==> src/hdl/minv_pkg.sv <==
`timescale 1ns / 1ps
`default_nettype none

package minv_pkg;

  // default operand width
  localparam int WIDTH_DEFAULT = 32;

  // sequencer states
  typedef enum logic [2:0] {
    ST_IDLE,
    ST_CHECK,
    ST_DIV,
    ST_UPDATE,
    ST_REDUCE,
    ST_SIGN
  } minv_state_t;

endpackage

`default_nettype wire

==> src/hdl/minv_divider.sv <==
`timescale 1ns / 1ps
`default_nettype none

module minv_divider import minv_pkg::*; #(
  parameter int WIDTH = WIDTH_DEFAULT
) (
  input  wire logic             clk,
  input  wire logic             rst,
  input  wire logic             load,
  input  wire logic [WIDTH-1:0] dividend,
  input  wire logic [WIDTH-1:0] divisor,
  input  wire logic [WIDTH-1:0] mult,
  output logic                  done,
  output logic [WIDTH-1:0]      remainder,
  output logic [WIDTH-1:0]      product
);

  localparam int CW = (WIDTH > 1) ? $clog2(WIDTH) : 1;
  localparam logic [CW-1:0] LAST = CW'(WIDTH - 1);

  logic          run;
  logic [CW-1:0] cnt;
  logic [WIDTH-1:0] dvd;
  logic [WIDTH-1:0] dsr;
  logic [WIDTH-1:0] mul;

  logic [WIDTH:0] shifted;
  logic [WIDTH:0] trial;
  logic           ge;

  // one restoring division bit per cycle
  assign shifted = {remainder, dvd[WIDTH-1]};
  assign trial   = shifted - {1'b0, dsr};
  assign ge      = !trial[WIDTH];
  assign done    = run && (cnt == LAST);

  // control
  always_ff @(posedge clk) begin
    if (rst) begin
      run <= 1'b0;
      cnt <= '0;
    end else if (load) begin
      run <= 1'b1;
      cnt <= '0;
    end else if (run) begin
      cnt <= cnt + 1'b1;
      if (cnt == LAST) begin
        run <= 1'b0;
      end
    end
  end

  // datapath: remainder, and quotient times mult built msb first
  always_ff @(posedge clk) begin
    if (load) begin
      remainder <= '0;
      product   <= '0;
      dvd       <= dividend;
      dsr       <= divisor;
      mul       <= mult;
    end else if (run) begin
      remainder <= ge ? trial[WIDTH-1:0] : shifted[WIDTH-1:0];
      dvd       <= {dvd[WIDTH-2:0], 1'b0};
      product   <= {product[WIDTH-2:0], 1'b0} + (ge ? mul : '0);
    end
  end

endmodule

`default_nettype wire

==> src/hdl/modular_inverse.sv <==
`timescale 1ns / 1ps
`default_nettype none

// Modular inverse by the extended Euclidean algorithm. An item is taken when
// start is high and busy is low; its result appears on inverse and exists for
// exactly one cycle with done high, and the receiver cannot hold it off.
// exists is low and inverse is zero when value and modulus share a factor,
// when value reduces to zero, or when modulus is below two. Each Euclid step
// uses the bit-serial divider that forms the remainder and the
// quotient-times-coefficient product together. busy stays high for the whole
// item.

module modular_inverse import minv_pkg::*; #(
  parameter int WIDTH = WIDTH_DEFAULT
) (
  input  wire logic             clk,
  input  wire logic             rst,
  input  wire logic             start,
  input  wire logic [WIDTH-1:0] value,
  input  wire logic [WIDTH-1:0] modulus,
  output logic                  busy,
  output logic                  done,
  output logic [WIDTH-1:0]      inverse,
  output logic                  exists
);

  minv_state_t state;
  minv_state_t state_next;

  logic [WIDTH-1:0] u;
  logic [WIDTH-1:0] v;
  logic [WIDTH-1:0] m1;
  logic [WIDTH-1:0] m2;
  logic [WIDTH-1:0] pmod;
  logic             neg;

  logic             accept;
  logic             fail;
  logic             div_load;
  logic             div_done;
  logic [WIDTH-1:0] div_rem;
  logic [WIDTH-1:0] div_prod;

  assign accept = start && !busy;
  assign fail   = (pmod < WIDTH'(2)) || (u == '0);

  // shared iterative divide and multiply unit
  minv_divider #(
    .WIDTH(WIDTH)
  ) u_div (
    .clk      (clk),
    .rst      (rst),
    .load     (div_load),
    .dividend (v),
    .divisor  (u),
    .mult     (m1),
    .done     (div_done),
    .remainder(div_rem),
    .product  (div_prod)
  );

  // next state
  always_comb begin
    state_next = state;
    unique case (state)
      ST_IDLE: begin
        if (start) state_next = ST_CHECK;
      end
      ST_CHECK: begin
        priority if (fail)          state_next = ST_IDLE;
        else if (u == WIDTH'(1))    state_next = ST_REDUCE;
        else                        state_next = ST_DIV;
      end
      ST_DIV: begin
        if (div_done) state_next = ST_UPDATE;
      end
      ST_UPDATE: state_next = ST_CHECK;
      ST_REDUCE: state_next = ST_SIGN;
      ST_SIGN:   state_next = ST_IDLE;
      default:   state_next = ST_IDLE;
    endcase
  end

  // sequencer outputs
  always_comb begin
    busy     = (state != ST_IDLE);
    div_load = (state == ST_CHECK) && !fail && (u != WIDTH'(1));
  end

  always_ff @(posedge clk) begin
    if (rst) begin
      state <= ST_IDLE;
    end else begin
      state <= state_next;
    end
  end

  // euclid registers
  always_ff @(posedge clk) begin
    unique case (state)
      ST_IDLE: begin
        if (accept) begin
          u    <= value;
          v    <= modulus;
          pmod <= modulus;
          m1   <= WIDTH'(1);
          m2   <= '0;
          neg  <= 1'b0;
        end
      end
      ST_UPDATE: begin
        v   <= u;
        u   <= div_rem;
        m2  <= m1;
        m1  <= m2 + div_prod;
        neg <= !neg;
      end
      ST_REDUCE: begin
        if (m1 >= pmod) m1 <= m1 - pmod;
      end
      default: begin
      end
    endcase
  end

  // result strobe
  always_ff @(posedge clk) begin
    if (rst) begin
      done <= 1'b0;
    end else begin
      done <= ((state == ST_CHECK) && fail) || (state == ST_SIGN);
    end
  end

  // result payload
  always_ff @(posedge clk) begin
    if ((state == ST_CHECK) && fail) begin
      inverse <= '0;
      exists  <= 1'b0;
    end else if (state == ST_SIGN) begin
      inverse <= (neg && (m1 != '0)) ? (pmod - m1) : m1;
      exists  <= 1'b1;
    end
  end

  // checks
  a_accept_busy: assert property (@(posedge clk) disable iff (rst)
    accept |=> busy)
    else $error("busy not raised after an item was taken");

  a_done_idle: assert property (@(posedge clk) disable iff (rst)
    done |-> !busy)
    else $error("result strobed while still busy");

  a_fail_zero: assert property (@(posedge clk) disable iff (rst)
    (done && !exists) |-> (inverse == '0))
    else $error("no-inverse result carries a nonzero value");

  a_in_range: assert property (@(posedge clk) disable iff (rst)
    (done && exists) |-> (inverse < pmod))
    else $error("inverse not reduced below the modulus");

  a_div_only_in_div: assert property (@(posedge clk) disable iff (rst)
    div_done |-> (state == ST_DIV))
    else $error("divider finished outside the divide state");

endmodule

`default_nettype wire

==> config.mk <==
export PLATFORM = sky130hd
export DESIGN_NAME = modular_inverse
export DESIGN_NICKNAME = d
export VERILOG_FILES = /design/src/hdl/minv_pkg.sv /design/src/hdl/minv_divider.sv /design/src/hdl/modular_inverse.sv
export SDC_FILE = /design/constraint.sdc
export NUM_CORES = 1
export LEC_CHECK = 0
export BUFFER_PORTS_ARGS = -buffer_cell sky130_fd_sc_hd__buf_2
export CORE_MARGIN = 4
export CORE_UTILIZATION = 50
export DETAILED_ROUTE_END_ITERATION = 10
export GPL_TIMING_DRIVEN = 0
export HOLD_SLACK_MARGIN = 0.15
export PLACE_DENSITY = 0.67
export SLEW_MARGIN = 20
export SYNTH_ARGS = -nofsm -noshare
export SYNTH_HDL_FRONTEND = slang
export SYNTH_SLANG_ARGS = --single-unit
==> constraint.sdc <==
create_clock -name clk -period 25.6 [get_ports clk]
set_input_delay 6.4 -clock clk [delete_from_list [all_inputs] [get_ports clk]]
set_output_delay 6.4 -clock clk [all_outputs]
set_load 0.005 [all_outputs]
# Yosys cells after proc, flatten, opt, wreduce, memory -nomap -nowiden
# Index checks and enable logic that the tools add are counted.
dict set report op_classes {
  add_sub_neg 6
  order_cmp 2
  n_eq_ne 12
  n_mux 24
  reduce_logical 23
}
# cell n
set op_table {}
lappend op_table {{2-to-1 mux 32 bit} 10}
lappend op_table {{case mux 32 bit (2 select lines)} 3}
lappend op_table {{case mux 32 bit (3 select lines)} 1}
lappend op_table {{adder 32 bit} 2}
lappend op_table {{subtractor 32 bit} 2}
lappend op_table {{subtractor 33 x 32 -> 33 bit} 1}
lappend op_table {{equality test 32 x 1 -> 1 bit, second input constant} 1}
lappend op_table {{>= comparator 32 bit} 1}
lappend op_table {{logical NOT 32 bit} 1}
lappend op_table {{less-than comparator 32 x 2 -> 1 bit, second input constant} 1}
lappend op_table {{!= test 32 x 1 -> 1 bit, second input constant} 1}
lappend op_table {{nonzero test 32 bit} 1}
lappend op_table {{case mux 3 bit (5 select lines)} 1}
lappend op_table {{2-to-1 mux 3 bit} 4}
lappend op_table {{!= test 2 bit, second input constant} 4}
lappend op_table {{equality test 3 x 2 -> 1 bit, second input constant} 2}
lappend op_table {{equality test 3 bit, second input constant} 2}
lappend op_table {{logical AND 1 bit} 6}
lappend op_table {{AND reduction 2 bit} 3}
lappend op_table {{nonzero test 3 bit} 2}
lappend op_table {{adder 5 x 1 -> 5 bit, second input constant} 1}
lappend op_table {{equality test 5 bit, second input constant} 1}
lappend op_table {{2-to-1 mux 1 bit} 4}
lappend op_table {{nonzero test 2 bit} 2}
lappend op_table {{other kinds (7)} 10}
dict set report word_totals {
  ff_bits 364
  input_bits 67
  out_inout_bits 35
  word_cells 84
}

# Depth between registers and ports, before layout
dict set report logic_depth {
  word_depth 6
  mapped_depth 25
  depth_no_buf 24
}

# Modules after synthesis
# From an unflattened synthesis, not the netlist that was laid out.
dict set report hier_totals {
  cells_unflattened 2355
  hier_area_um2 22356.4
}
# module instances cells_each area_per_inst_um2 seq_area_each_um2
set modules_own_cells {}
lappend modules_own_cells {modular_inverse 1 1423 13002.5 5575.3}
lappend modules_own_cells {minv_divider 1 932 9354.0 4284.1}

# Worst setup path after synthesis
# OpenSTA, ideal clock, no wires.
dict set report synth_path {
  path_kind {input to register}
  start {input port start}
  end {register m1[0] (enable)}
  setup_time_ps 441
  arrival_ps 13550
  setup_slack_ps 11610
  path_stages 4
  cell_sequence {nand2_1 -> a21oi_1 -> o21ai_0 -> a31oi_1}
}
dict set report synth_between {
  elab_chain_len 3
}
# element line_no
set synth_rtl {}
lappend synth_rtl {{start: declaration} modular_inverse.sv:18} ;# input wire logic start,
lappend synth_rtl {{logical AND 1 bit} modular_inverse.sv:44} ;# assign accept = start && !busy;
lappend synth_rtl {{!= test 2 bit (no source line)} n/a}
lappend synth_rtl {{AND reduction 3 bit (no source line)} n/a}
lappend synth_rtl {{end signal: assignment} modular_inverse.sv:115} ;# m1 <= m2 + div_prod;
lappend synth_rtl {{end signal: assignment} modular_inverse.sv:119} ;# if (m1 >= pmod) m1 <= m1 - pmod;
lappend synth_rtl {{end: declaration} modular_inverse.sv:32} ;# logic [WIDTH-1:0] m1;
# Every way passes these cells.
# A chain may end at the register's enable or synchronous reset.

# Worst setup path after layout
dict set report layout_path {
  start {register state[2]}
  end {output port busy}
}
dict set report layout_between {
  elab_chain_len 1
}
# element line_no
set layout_rtl {}
lappend layout_rtl {{start: declaration} modular_inverse.sv:27} ;# minv_state_t state;
lappend layout_rtl {{start signal: assignment} modular_inverse.sv:94} ;# state <= state_next;
lappend layout_rtl {{nonzero test 3 bit} modular_inverse.sv:86} ;# busy = (state != ST_IDLE);
lappend layout_rtl {{end: declaration} modular_inverse.sv:21} ;# output logic busy,
# Every way passes these cells.

==> reports/metrics.csv <==
metric,value,unit
die_w,218.1,microns
critPathMaxStageDelay,0.56,ns
clk_pin_slew,0.07,ns
status,"complete, no violations",
min_period,8.308,ns
dp_hpwl,54820,microns
grtUsageMet2,47.31,%
cp_cell_sequence,clkbuf_1 -> or3_1 -> buf_2,
hold_viol,0,
route.detailed.drc,0,
grt_busiest_layer,met2,
skew,0.02686,ns
async_flop_share,0,%
detail-route-antenna-nets,0,
cp.arrival,1.91,ns
synthFlopType,edfxtp_1,
dr_total_vias,18340,
mappedNetlistArea,22070,sq um
seqCellArea,9859,sq um
drt_wl_total,70880,microns
pre_cts_ws,16.96,ns
layout-drive-gt1-share,10.24,%
antenna_found_initial,1,
grt_pass1_vias,17940,
slew_violations,0,
cp_max_fo,10,
p_sw,0.8963,mW
path_class,reg -> out,
tightest_slew,1.038,ns
cp-end-kind,output pin,
fill_cells,3831,
max_slew_margin,30.83,%
path_buf_inv,2,
start_util,50.89,%
yosysTopAreaCellShare,34.97,%
syn_inst,2297,
r2r-start,u_div.dsr[0],
worstHoldPathCells,2,
drtPass1Iterations,6,
synth_edf_count,257,
place.gp.congestion,0.9694,
cts_tree,yes,
cts_buffer_depth,3,
multiInputGateArea,11300,sq um
rsz0062_at_grt,no,
rr_worst_depth,24,
r2r_end,u_div.product[31],
p_seq_share,35.3,%
hold_end,inverse[8],
p_per_area,94.46,nW/um^2
ys_ff_latch,364,
ys_types,77,
p_clk_share,25.1,%
hold_ws,0.4559,ns
track_usage,29.32,%
pwr-share-comb,39.6,%
cts_buffers,42,
die_area,47560,sq um
avgSynthCellArea,9.608,sq um
avgViaCountPerCell,5.981,
min-delay-start,inverse[8],
seq_area_frac_synth,44.68,%
grt_pass1_wl,107000,microns
fin_total_pwr,2.351,mW
switching_share,38.13,%
setup_ws,17.29,ns
p_leak,10.68,nW
final_core_util,57.39,%
cpMaxStageDelayCell,or3_1,
critPathLaunchType,register,
use_met1,39.82,%
peakVddDrop,0.05822,mV
post_drt_wl_per_cell,23.12,microns
antenna_cells,0,
syn_to_final_growth,12.76,%
rrSetupSlack,18.79,ns
syn-num-nets,2527,
core-area,43360,sq um
ys.warnings.count,0,
cts-resized-gates,0,
postCtsSetupBuffers,0,
grt_max_degree,39,
final_nets,2679,
finalSetupTns,0,ns
cts_num_sinks,364,
io_buffers,100,
drv_cap,0,
ctsHoldBuffers,0,
required,19.20,ns
setup_viol,0,
top_level_ports,102,
cp_top_family,simple AND/OR/NAND/NOR gates,
synth_largest_area_cell,edfxtp_1,
hp-class,reg -> reg,
fin_crit_sh,32.45,%
drt_iter0_drc,1732,
yosys-top-cells-area,"edfxtp_1 (35%), dfxtp_1 (9.7%), ha_1 (9.0%)",
overflow,0,
die_h,218.1,microns
clock_latency,0.57,ns
p_int,1.454,mW
cts-root-buf,clkbuf_16,
core.rowCount,76,
grt_use_met3,4.992,%
htree_levels,2,
fmax,120.4,MHz
## sequential cells by signal, summed over array words and instances (netlist names), 3 cells and up
signal,count
inverse,32
m1,32
m2,32
pmod,32
u,32
u_div.dsr,32
u_div.dvd,32
u_div.mul,32
u_div.product,32
u_div.remainder,32
v,32
u_div.cnt,5
state,3
## placed cells by master (no fill, tap or decap), drive strengths merged, types with 9 or more instances in the layout
master	count
o31ai	11
o22ai	30
o21ai	117
and3	12
nor2	176
nor3	32
a211oi	38
a31oi	20
a211o	9
clkinv	16
or3	12
buf	132
dfxtp	107
nand3	26
ha	158
clkbuf	128
mux2i	54
or2	16
xor2	52
edfxtp	257
inv	144
nand4	29
xnor2	79
a22oi	12
a21oi	174
o21bai	22
o211ai	9
a21o	82
nand2b	20
nor2b	50
mux2	33
nor4	24
nand2	285
o21a	13
## area by class of cell
class / instances / share of cell area [%]
Clock buffer: 52 / 4.455
Clock inverter: 24 / 0.8749
Inverter: 144 / 2.172
Buffer: 100 / 1.654
Sequential cell: 364 / 39.62
Multi-Input combinational cell: 1689 / 45.42
Timing Repair Buffer: 108 / 2.866
Tap cell: 585 / 2.941
## power by group through the flow
stage          combinational [mW]  sequential, mW  clock [mW]
2_1_floorplan               0.693           0.803           0
3_3_place_gp                0.877           0.846           0
3_5_place_dp                0.909           0.839           0
4_1_cts                     0.916           0.828       0.598
5_1_grt                      1.02           0.839       0.623
6_report                    0.931           0.830       0.590
## cell usage after synthesis, types with 6 or more instances
cell type and number:
a31oi_1 20, and3_1 12, inv_1 144, dfxtp_1 107, o211ai_1 7, ha_1 158, nand3b_1 6, nand4_1 29
o21ai_1 10, buf_1 15, nor4_1 24, mux2i_1 54, o31ai_1 10, or2_2 15, o21ai_0 107, xnor2_1 79
nand2b_1 20, and2_1 8, nor2b_1 49, or3_1 12, nor2_1 176, a21oi_1 173, a22oi_1 12, o21bai_1 22
a21o_1 82, a221oi_1 7, a311oi_1 6, nand2_1 285, o22ai_1 30, xor2_1 51, a211oi_1 38, clkbuf_1 76
nand3_1 26, o21a_1 12, a211o_1 9, nor3_1 32, edfxtp_1 257, mux2_2 33
## worst register-to-register path: stages, from the launching register on
cell	delay, ns
edfxtp_1	0.37
ha_1	0.23
fa_1	0.45
nor2b_4	0.15
o31a_4	0.15
o211ai_2	0.13
o221ai_2	0.25
a21oi_2	0.16
o311ai_2	0.36
o211ai_2	0.21
xor2_4	0.45
buf_6	0.25
buf_2	0.30
nor2b_1	0.13
fa_1	0.46
a211o_1	0.32
o211ai_1	0.16
a21oi_1	0.25
a21oi_1	0.44
o21ai_1	0.34
a21oi_1	0.29
a21oi_1	0.10
xor2_1	0.17
or3_1	0.32
a311oi_1	0.27
## metal layers
| layer | part of all wire [%] | wire [microns] |
|---|---|---|
| met1 | 43 | 30260 |
| met2 | 46 | 32610 |
| met3 | 7.2 | 5113 |
| met4 | 4.1 | 2880 |
| met5 | 0.027 | 19 |
## cells by family (layout without fill, tap and decap cells)
family | after synthesis | count (layout) | synth area share [%]
flip-flops | 364 | 364 | 44.68
buffers and inverters | 244 | 428 | 4.297
AO/OA/AOI/OAI | 597 | 597 | 17.39
AND/OR/NAND/NOR | 711 | 711 | 14.81
multiplexers | 87 | 87 | 4.133
adder cells (fa/ha/maj) | 163 | 163 | 9.412
XOR/XNOR | 131 | 131 | 5.284
## how the worst max path moves through the flow
stage	cells after the start	endpoint	start
6_report	3	busy	state[2]
3_3_place_gp	5	m1[6]	start
4_1_cts	3	busy	state[2]
5_1_grt	3	busy	state[2]
3_5_place_dp	7	m1[1]	start
2_1_floorplan	4	m1[0]	start
## through the flow
| stage | instance area (sq um) | instances |
|---|---|---|
| floorplan | 22070 | 2297 |
| global placement | 23300 | 2982 |
| detailed placement | 23560 | 2990 |
| CTS | 24890 | 3066 |
| global route | 24890 | 3066 |
| finish | 24890 | 3066 |
Power figures use the tool's default switching activity.
